<file path="src/rtl/cet_pkg.sv">
package cet_pkg;

    localparam int KIND_W     = 2;
    localparam int FIELD_W    = 48;
    localparam int COUNT_OUT_W = 7;
    localparam int IN_DATA_W  = 96;
    localparam int OUT_DATA_W = 112;

    localparam logic [KIND_W-1:0] KIND_ADD   = 2'd0;
    localparam logic [KIND_W-1:0] KIND_QUERY = 2'd1;
    localparam logic [KIND_W-1:0] KIND_CLEAR = 2'd2;
    localparam logic [KIND_W-1:0] KIND_NOP   = 2'd3;

    typedef enum logic [2:0] {
        ST_IDLE,
        ST_SCAN,
        ST_PLACE,
        ST_MERGE,
        ST_SETTLE,
        ST_QUERY,
        ST_CLEAR,
        ST_REPORT
    } state_t;

    typedef enum logic [2:0] {
        CMD_HOLD,
        CMD_SCAN,
        CMD_INSERT,
        CMD_ABSORB,
        CMD_COLLAPSE
    } cmd_t;

    typedef struct packed {
        logic below;
        logic hit;
    } cell_flags_t;

endpackage

</file>
<file path="src/rtl/cet_cell.sv">
module cet_cell
    import cet_pkg::*;
#(
    parameter int W     = 48,
    parameter int CNT_W = 7,
    parameter int INDEX = 0
)
(
    input  logic             clk,
    input  logic             rst_n,
    input  cmd_t             cmd,
    input  logic [W-1:0]     s,
    input  logic [W-1:0]     e,
    input  logic [CNT_W-1:0] count,
    input  logic [W-1:0]     left_start,
    input  logic [W-1:0]     left_end,
    input  cell_flags_t      left_flags,
    input  logic [W-1:0]     right_start,
    input  logic [W-1:0]     right_end,
    input  cell_flags_t      right_flags,
    output logic [W-1:0]     start_q,
    output logic [W-1:0]     end_q,
    output cell_flags_t      flags_q,
    output logic [W-1:0]     delta,
    output logic             qhit,
    output logic [W-1:0]     room
);

    logic [W-1:0] start_reg, start_next;
    logic [W-1:0] end_reg, end_next;
    cell_flags_t  flags_reg, flags_next;
    logic         occ, lt_s, le_e, first;

    assign occ   = CNT_W'(INDEX) < count;
    assign lt_s  = end_reg < s;
    assign le_e  = start_reg <= e;
    assign first = flags_reg.hit && !left_flags.hit;

    always_comb
    begin
        start_next = start_reg;
        end_next   = end_reg;
        flags_next = flags_reg;
        delta      = '0;
        case (cmd)
            CMD_SCAN:
            begin
                flags_next.below = occ && lt_s;
                flags_next.hit   = occ && !lt_s && le_e;
            end
            CMD_INSERT:
            begin
                if (!flags_reg.below)
                begin
                    if (left_flags.below)
                    begin
                        start_next = s;
                        end_next   = e;
                    end
                    else
                    begin
                        start_next = left_start;
                        end_next   = left_end;
                    end
                end
                flags_next = '0;
            end
            CMD_ABSORB:
            begin
                if (first)
                begin
                    start_next = (start_reg < s) ? start_reg : s;
                    end_next   = (end_reg > e) ? end_reg : e;
                    delta      = (end_next - start_next) - (end_reg - start_reg);
                end
            end
            CMD_COLLAPSE:
            begin
                if (!flags_reg.below)
                begin
                    if (first)
                    begin
                        end_next = (end_reg > right_end) ? end_reg : right_end;
                        delta    = end_next - end_reg - (right_end - right_start);
                    end
                    else
                    begin
                        start_next = right_start;
                        end_next   = right_end;
                        flags_next = right_flags;
                    end
                end
            end
            default:
            begin
            end
        endcase
    end

    always_ff @(posedge clk or negedge rst_n)
    begin
        if (!rst_n)
        begin
            flags_reg <= '0;
        end
        else
        begin
            flags_reg <= flags_next;
        end
    end

    always_ff @(posedge clk)
    begin
        start_reg <= start_next;
        end_reg   <= end_next;
    end

    assign qhit    = occ && (start_reg <= s) && (s < end_reg);
    assign room    = qhit ? (end_reg - s) : '0;
    assign start_q = start_reg;
    assign end_q   = end_reg;
    assign flags_q = flags_reg;

endmodule

</file>
<file path="config.mk">
export PLATFORM = sky130hd
export DESIGN_NAME = cet_cell
export DESIGN_NICKNAME = d
export VERILOG_FILES = /design/src/rtl/cet_pkg.sv /design/src/rtl/cet_cell.sv
export SDC_FILE = /design/constraint.sdc
export NUM_CORES = 1
export LEC_CHECK = 0
export BUFFER_PORTS_ARGS = -buffer_cell sky130_fd_sc_hd__clkbuf_2
export CORE_ASPECT_RATIO = 1.2
export CORE_UTILIZATION = 45
export CTS_CLUSTER_SIZE = 8
export DETAILED_ROUTE_END_ITERATION = 8
export PLACE_DENSITY = 0.73
export SLEW_MARGIN = 20
export SYNTH_ARGS = -nofsm -noshare
export SYNTH_HDL_FRONTEND = slang
export SYNTH_SLANG_ARGS = --single-unit
</file>
<file path="constraint.sdc">
create_clock -name clk -period 19.32 [get_ports clk]
set_clock_uncertainty 0.2 [all_clocks]
set_input_delay 3.864 -clock clk [delete_from_list [all_inputs] [get_ports clk]]
set_output_delay 3.864 -clock clk [all_outputs]
set_load 0.03 [all_outputs]
</file>
==> key figures, run 1 <==
GRT
  • Initial antenna violation count: 5
  • First-pass GRT wire length: 160000 µm
  • Global Route Usage Sum: 35.9%
  • Total grt overflow: 0
  • Largest net degree at the start of global routing: roughly 60
  • Via count of the first global-routing pass: 26400

Timing
  • Number of max-slew violations in the final report: 0
  • RSZ-0062 raised after global routing: no
  • Fmax: 0.0603 GHz
  • Final min period: 16.57 ns
  • Final TNS setup: 0 ns
  • Tcrit/Tclk final: 85.8%
  • Final number of hold-violating endpoints: 0
  • Max transition margin: 20.8%
  • Setup Viol. Count Final: 0
  • Worst Tran Pin Value: 1.18 ns

Synth
  • Synth Cell Area: 26200 µm²
  • Synth unique cells: 84
  • Yosys warns: 0
  • Yosys reg bits: 98
  • Largest cells by area after synthesis: ha_1 18%, fa_1 14%, edfxtp_1 11%, inv_1 7.6%, mux2i_1 7.1%
  • Post-synth top cells: 528 x inv_1, 382 x ha_1, 273 x a21oi_1
  • Top-count cell post-synth: inv_1
  • Synthesized Nets: 4095
  • Number of flops mapped to enable cells by yosys: 96
  • Ys async rst share: 2.04%
  • Synth top area share: 18.2%
  • Post-synthesis sequential area ratio: between 10% and 20%
  • Post-synth top flop: edfxtp_1
  • Cells after synthesis: 3220
  • Largest area contributor in the netlist: ha_1
  • Avg Cell Area, Syn: 8.14 µm²

Clocking
  • Cts repair resizes: 0
  • Clock Sink Count: 98
  • Longest Clk Path Bufs: 2
  • Hold-fix buffer count after cts: 0
  • Clock Latency Late Sink: roughly 0.42 ns
  • Setup Buffers After CTS: 0
  • Clock slew at reported path FFs: 0.09 ns
  • H-Tree Depth: 3
  • CTS tree: yes
  • Root Buffer: clkbuf_16
  • Cts bufs inserted: 9

Finish
  • Layout cell share with drive strength beyond 1: 16.4%
  • Final net count: approximately 4500
  • Final Core Density: 51.7%
  • Post-route insts no fill: between 4000 and 5000
  • Synth-to-layout area growth: 13.2%
  • Layout fillers: 5592

Power
  • Peak VDD IR: 0.0522 mV
  • Overall power: 0.00303 W
  • Power Dens Cells: 102 nW/µm²
  • P_leak: 15.5 nW

Routing
  • Via/cell ratio: 6.07
  • Vias: 26500
  • DRC viols: 0
  • WL final: about 110000 µm
  • Antenna Nets Post-Route: 0
  • Wire length per cell after detailed routing: 24.7 µm
  • 1st-iter DRT viols: 2423
  • DRT Pass-1 Iters: 7

Die
  • Die Y: roughly 270 µm
  • Initial Utilization: 45.7%
  • Ports: 499
  • Row count: 96
  • Core area: 57400 µm²
  • Die W: 222 µm
  • Die footprint: 59300 µm²

Worst setup path
  • Critical-path maximum fanout: 26
  • Reg2Reg Setup Slack: 13.44 ns
  • R2r worst-path depth: 13
  • Worst endpoint required time: 15.26 ns
  • Reg2reg start: end_q[30]$_DFFE_PP_
  • Crit path kind: in2out
  • Terminus of the critical flop-to-flop path: end_q[45]$_DFFE_PP_
  • CP arrival: between 10 and 15 ns
  • Worst setup SP type: input port
  • Worst setup EP type: output pin

Placement
  • Gpl congestion: 1.00
  • Dpl cells: 4350
  • IO Port Bufs: 498
  • DP HPWL: 89100 µm

Min path
  • Hold Path Stages: 2
  • Hold Path End: flags_q[0]$_DFFE_PN0P_
  • Min-delay src: flags_q[0]$_DFFE_PN0P_
  • Min-delay worst type: reg2reg

Job
  • MaxCap Viol Count: 0

Status
  • Status: completed
## cell type report
cell class	count	area, µm²	area share [%]
Clock inverter	6	57.6	0.194
Timing Repair Buffer	521	2670	9.00
Clock buffer	10	229	0.771
Tap cell	735	920	3.10
Inverter	528	1980	6.68
Sequential cell	98	2930	9.88
Multi-Input combinational cell	2468	20900	70.4
Antenna cell	2	5.00	0.0169
## registers in the layout, indices dropped and copies added (netlist names)
| signal | count |
|---|---|
| flags_q | 2 |
| start_q | 48 |
| end_q | 48 |
## report_power, final
group | switching (W) | leakage [nW] | total, W | internal (W)
Sequential | 0.0000456 | 0.917 | 0.000310 | 0.000264
Clock | 0.000110 | 0.134 | 0.000210 | 0.0000999
Combinational | 0.00156 | 14.5 | 0.00252 | 0.000958
## cell usage in the layout (no fill, tap or decap), drive strengths merged, types with 23 or more instances in the layout
master / count
a21o: 121
a21oi: 273
buf: 24
clkbuf: 507
edfxtp: 96
fa: 189
ha: 382
inv: 528
mux2i: 187
nand2: 185
nand2b: 24
nand3: 72
nand4: 52
nor2: 140
nor2b: 23
o21ai: 212
o21bai: 32
o221ai: 47
o22a: 24
o22ai: 66
or2: 28
xnor2: 75
xor2: 55
## kinds of logic (layout without fill, tap and decap cells)
family / Yosys count / count (layout) / synth area share (%)
adders and majority gates: 571 / 571 / 32.7
other: 0 / 2 / 0
AOI/OAI and AO/OA: 948 / 948 / 23.2
DFF: 98 / 98 / 11.2
muxes: 192 / 192 / 7.35
buffers and inverters: 654 / 1065 / 9.55
xor gates and xnor gates: 131 / 131 / 4.43
and+or+nand+nor: 626 / 626 / 11.7
## worst max-delay path: stages
cell and delay (ns):
clkbuf_2 0.08, inv_1 0.17, ha_1 0.28, or4_1 0.61
nor2_1 0.55, nand4_1 0.48, nand3b_1 0.32, a31oi_1 0.38
nor4_1 0.21, nor2_4 0.70, buf_4 0.51, a21oi_1 0.18
fa_1 0.51, inv_1 0.05, ha_1 0.43, nand4_1 0.14
or3_1 0.36, o21ai_0 0.12, a21oi_1 0.11, o21a_1 0.26
o21a_1 0.29, o31ai_1 0.90, a221oi_1 0.23, xor2_1 0.21
o22ai_1 0.25, clkbuf_2 0.28
## routing by layer
| layer | routed length (µm) | track usage, % | share of wire [%] | up-vias |
|---|---|---|---|---|
| met2 | 52500 | 62.1 | 49 | 1339 |
| met1 | 41400 | 42.7 | 38 | 12800 |
| met3 | 7820 | 5.09 | 7.2 | 273 |
| met4 | 6300 | 20.1 | 5.8 | 6 |
| li1 | - | - | - | 12100 |
| met5 | 40 | 0 | 0.037 | - |
## through the flow
stage	worst slack [ns]	hold WS, ns	instance area [µm²]
floorplan	5.50	0.551	26200
detailed placement	3.02	0.500	29400
finish	2.75	0.522	29700
global route	2.61	0.581	29700
global placement	3.00	0.497	29400
CTS	2.99	0.510	29700
## worst max path at each step
stage,end,start,slack [ns]
global route,delta[46],right_end[30],2.61
global placement,delta[42],s[26],3.00
CTS,delta[46],right_end[31],2.99
detailed placement,delta[46],right_end[31],3.02
floorplan,delta[47],s[26],5.50
finish,delta[44],right_end[30],2.75
(Power assumes the default switching activity.)
==> run 2: changes to the inputs <==
==> constraint.sdc (replaced) <==
create_clock -name clk -period 19.32 [get_ports clk]
set_clock_uncertainty 0.2 [all_clocks]
set_input_delay 0.966 -clock clk [delete_from_list [all_inputs] [get_ports clk]]
set_output_delay 0.966 -clock clk [all_outputs]
set_load 0.03 [all_outputs]
==> key figures, run 2 (synthesis results as in run 1) <==
Power
  • Overall power: 0.00303 W
  • Power Dens Cells: 102 nW/µm²
  • Peak VDD IR: 0.0563 mV
  • P_leak: 15.5 nW

Worst setup path
  • Critical-path maximum fanout: 30
  • Worst path max stage delay: 0.83 ns
  • R2r worst-path depth: 13
  • Worst endpoint required time: 18.15 ns
  • Worst setup SP type: register
  • Reg2Reg Setup Slack: 13.57 ns
  • Crit path kind: reg2out
  • Reg2reg start: end_q[30]$_DFFE_PP_
  • Terminus of the critical flop-to-flop path: end_q[3]$_DFFE_PP_
  • Slowest cell on crit path: o31ai_1
  • CP endpoint: delta[44]
  • Worst setup EP type: output pin
  • CP arrival: 9.42 ns
  • Origin of the worst setup path: end_q[30]$_DFFE_PP_

Routing
  • Via/cell ratio: 6.09
  • Antenna Nets Post-Route: 0
  • WL final: 108000 µm
  • 1st-iter DRT viols: 2329
  • DRC viols: 0
  • Wire length per cell after detailed routing: 24.7 µm
  • Vias: 26600
  • DRT Pass-1 Iters: 7

Die
  • Die footprint: around 59000 µm²
  • Core area: 57400 µm²
  • Ports: 499
  • Die W: 222 µm
  • Initial Utilization: between 40% and 50%
  • Row count: 96
  • Die Y: 266 µm

Finish
  • Commonest cells after routing, fill and taps aside: 528 x inv_1, 497 x clkbuf_2, 382 x ha_1
  • Commonest non-fill, non-tap cell in the layout: inv_1
  • Synth-to-layout area growth: 13.2%
  • Final net count: 4502
  • Layout fillers: around 5600
  • Layout cell share with drive strength beyond 1: 16.5%
  • Post-route insts no fill: 4371

Clocking
  • Longest Clk Path Bufs: 2
  • H-Tree Depth: 3
  • Clock slew at reported path FFs: 0.10 ns
  • Clock Latency Late Sink: 0.42 ns
  • Cts repair resizes: 0
  • Hold-fix buffer count after cts: 0
  • Setup Buffers After CTS: 0
  • Root Buffer: clkbuf_16
  • Clock Sink Count: 98
  • Cts bufs inserted: 9
  • CTS tree: yes

Timing
  • Final TNS setup: 0 ns
  • Final min period: 10.58 ns
  • Worst hold margin: ~0.16 ns
  • Max transition margin: about 25%
  • Tcrit/Tclk final: 54.8%
  • Final number of hold-violating endpoints: 0
  • Number of max-slew violations in the final report: 0
  • Fmax: 0.0945 GHz
  • Setup Viol. Count Final: 0
  • Final setup margin: 8.74 ns
  • Worst Tran Pin Value: 1.13 ns
  • RSZ-0062 raised after global routing: no

Status
  • Status: completed

GRT
  • First-pass GRT wire length: 160000 µm
  • Initial antenna violation count: 8
  • Largest net degree at the start of global routing: 72
  • Total grt overflow: 0
  • Via count of the first global-routing pass: around 27000
  • Global Route Usage Sum: 35.8%

Placement
  • IO Port Bufs: between 400 and 500
  • DP HPWL: 89200 µm
  • Gpl congestion: 0.994
  • Dpl cells: 4351
  • Setup slack at placement: between 8 and 9 ns

Min path
  • Min-delay worst type: in2async

Job
  • MaxCap Viol Count: 0
run 2: cell count changes in the layout (fill, tap and decap cells not counted), sizes merged:
cell,before,now
bufinv,1,0
inv,528,529
buf,24,25
clkinv,3,4
diode,2,4
clkinvlp,2,1
run 2: area by class of cell:
type,instances,area (µm²),share of cell area [%]
Antenna cell,4,10.0,0.0337
Clock buffer,10,229,0.772
Clock inverter,6,42.5,0.143
Inverter,528,1980,6.68
Multi-Input combinational cell,2468,20900,70.4
Sequential cell,98,2930,9.88
Tap cell,735,920,3.10
Timing Repair Buffer,522,2680,9.03
run 2: routing by layer:
layer  track usage (%)  wire length, µm
met5                 0               47
met3              4.87             7870
met4              21.9             6860
met2              61.5            51700
met1              42.5            41500
run 2: worst max-delay path: cells and delay by family, from the launching register on:
kind | cells | cell delay (ns)
AOI/OAI and AO/OA | 11 | 3.04
DFF | 1 | 0.60
and+or+nand+nor | 6 | 2.74
adders and majority gates | 4 | 1.35
xor gates and xnor gates | 1 | 0.20
buffers and inverters | 5 | 1.05
run 2: power by group:
group          internal, W  leakage, nW  switching, W
clock network    0.0000883        0.131      0.000112
registers         0.000264        0.917     0.0000464
logic             0.000959         14.5       0.00156
total              0.00131         15.5       0.00172
run 2: worst min path at each step:
stage / end / start / depth (start not counted)
after floorplan: flags_q[0]$_DFFE_PN0P_ / rst_n / 0
after global placement: flags_q[0]$_DFFE_PN0P_ / flags_q[0]$_DFFE_PN0P_ / 2
after detailed placement: flags_q[0]$_DFFE_PN0P_ / flags_q[0]$_DFFE_PN0P_ / 2
after CTS: flags_q[0]$_DFFE_PN0P_ / rst_n / 1
after global routing: flags_q[0]$_DFFE_PN0P_ / rst_n / 1
final: flags_q[0]$_DFFE_PN0P_ / rst_n / 1
run 2: stage by stage:
stage,util (%),area [µm²]
floorplan,-,26200
global placement,51.2,29400
detailed placement,51.2,29400
CTS,51.7,29700
global route,51.7,29700
finish,51.7,29700
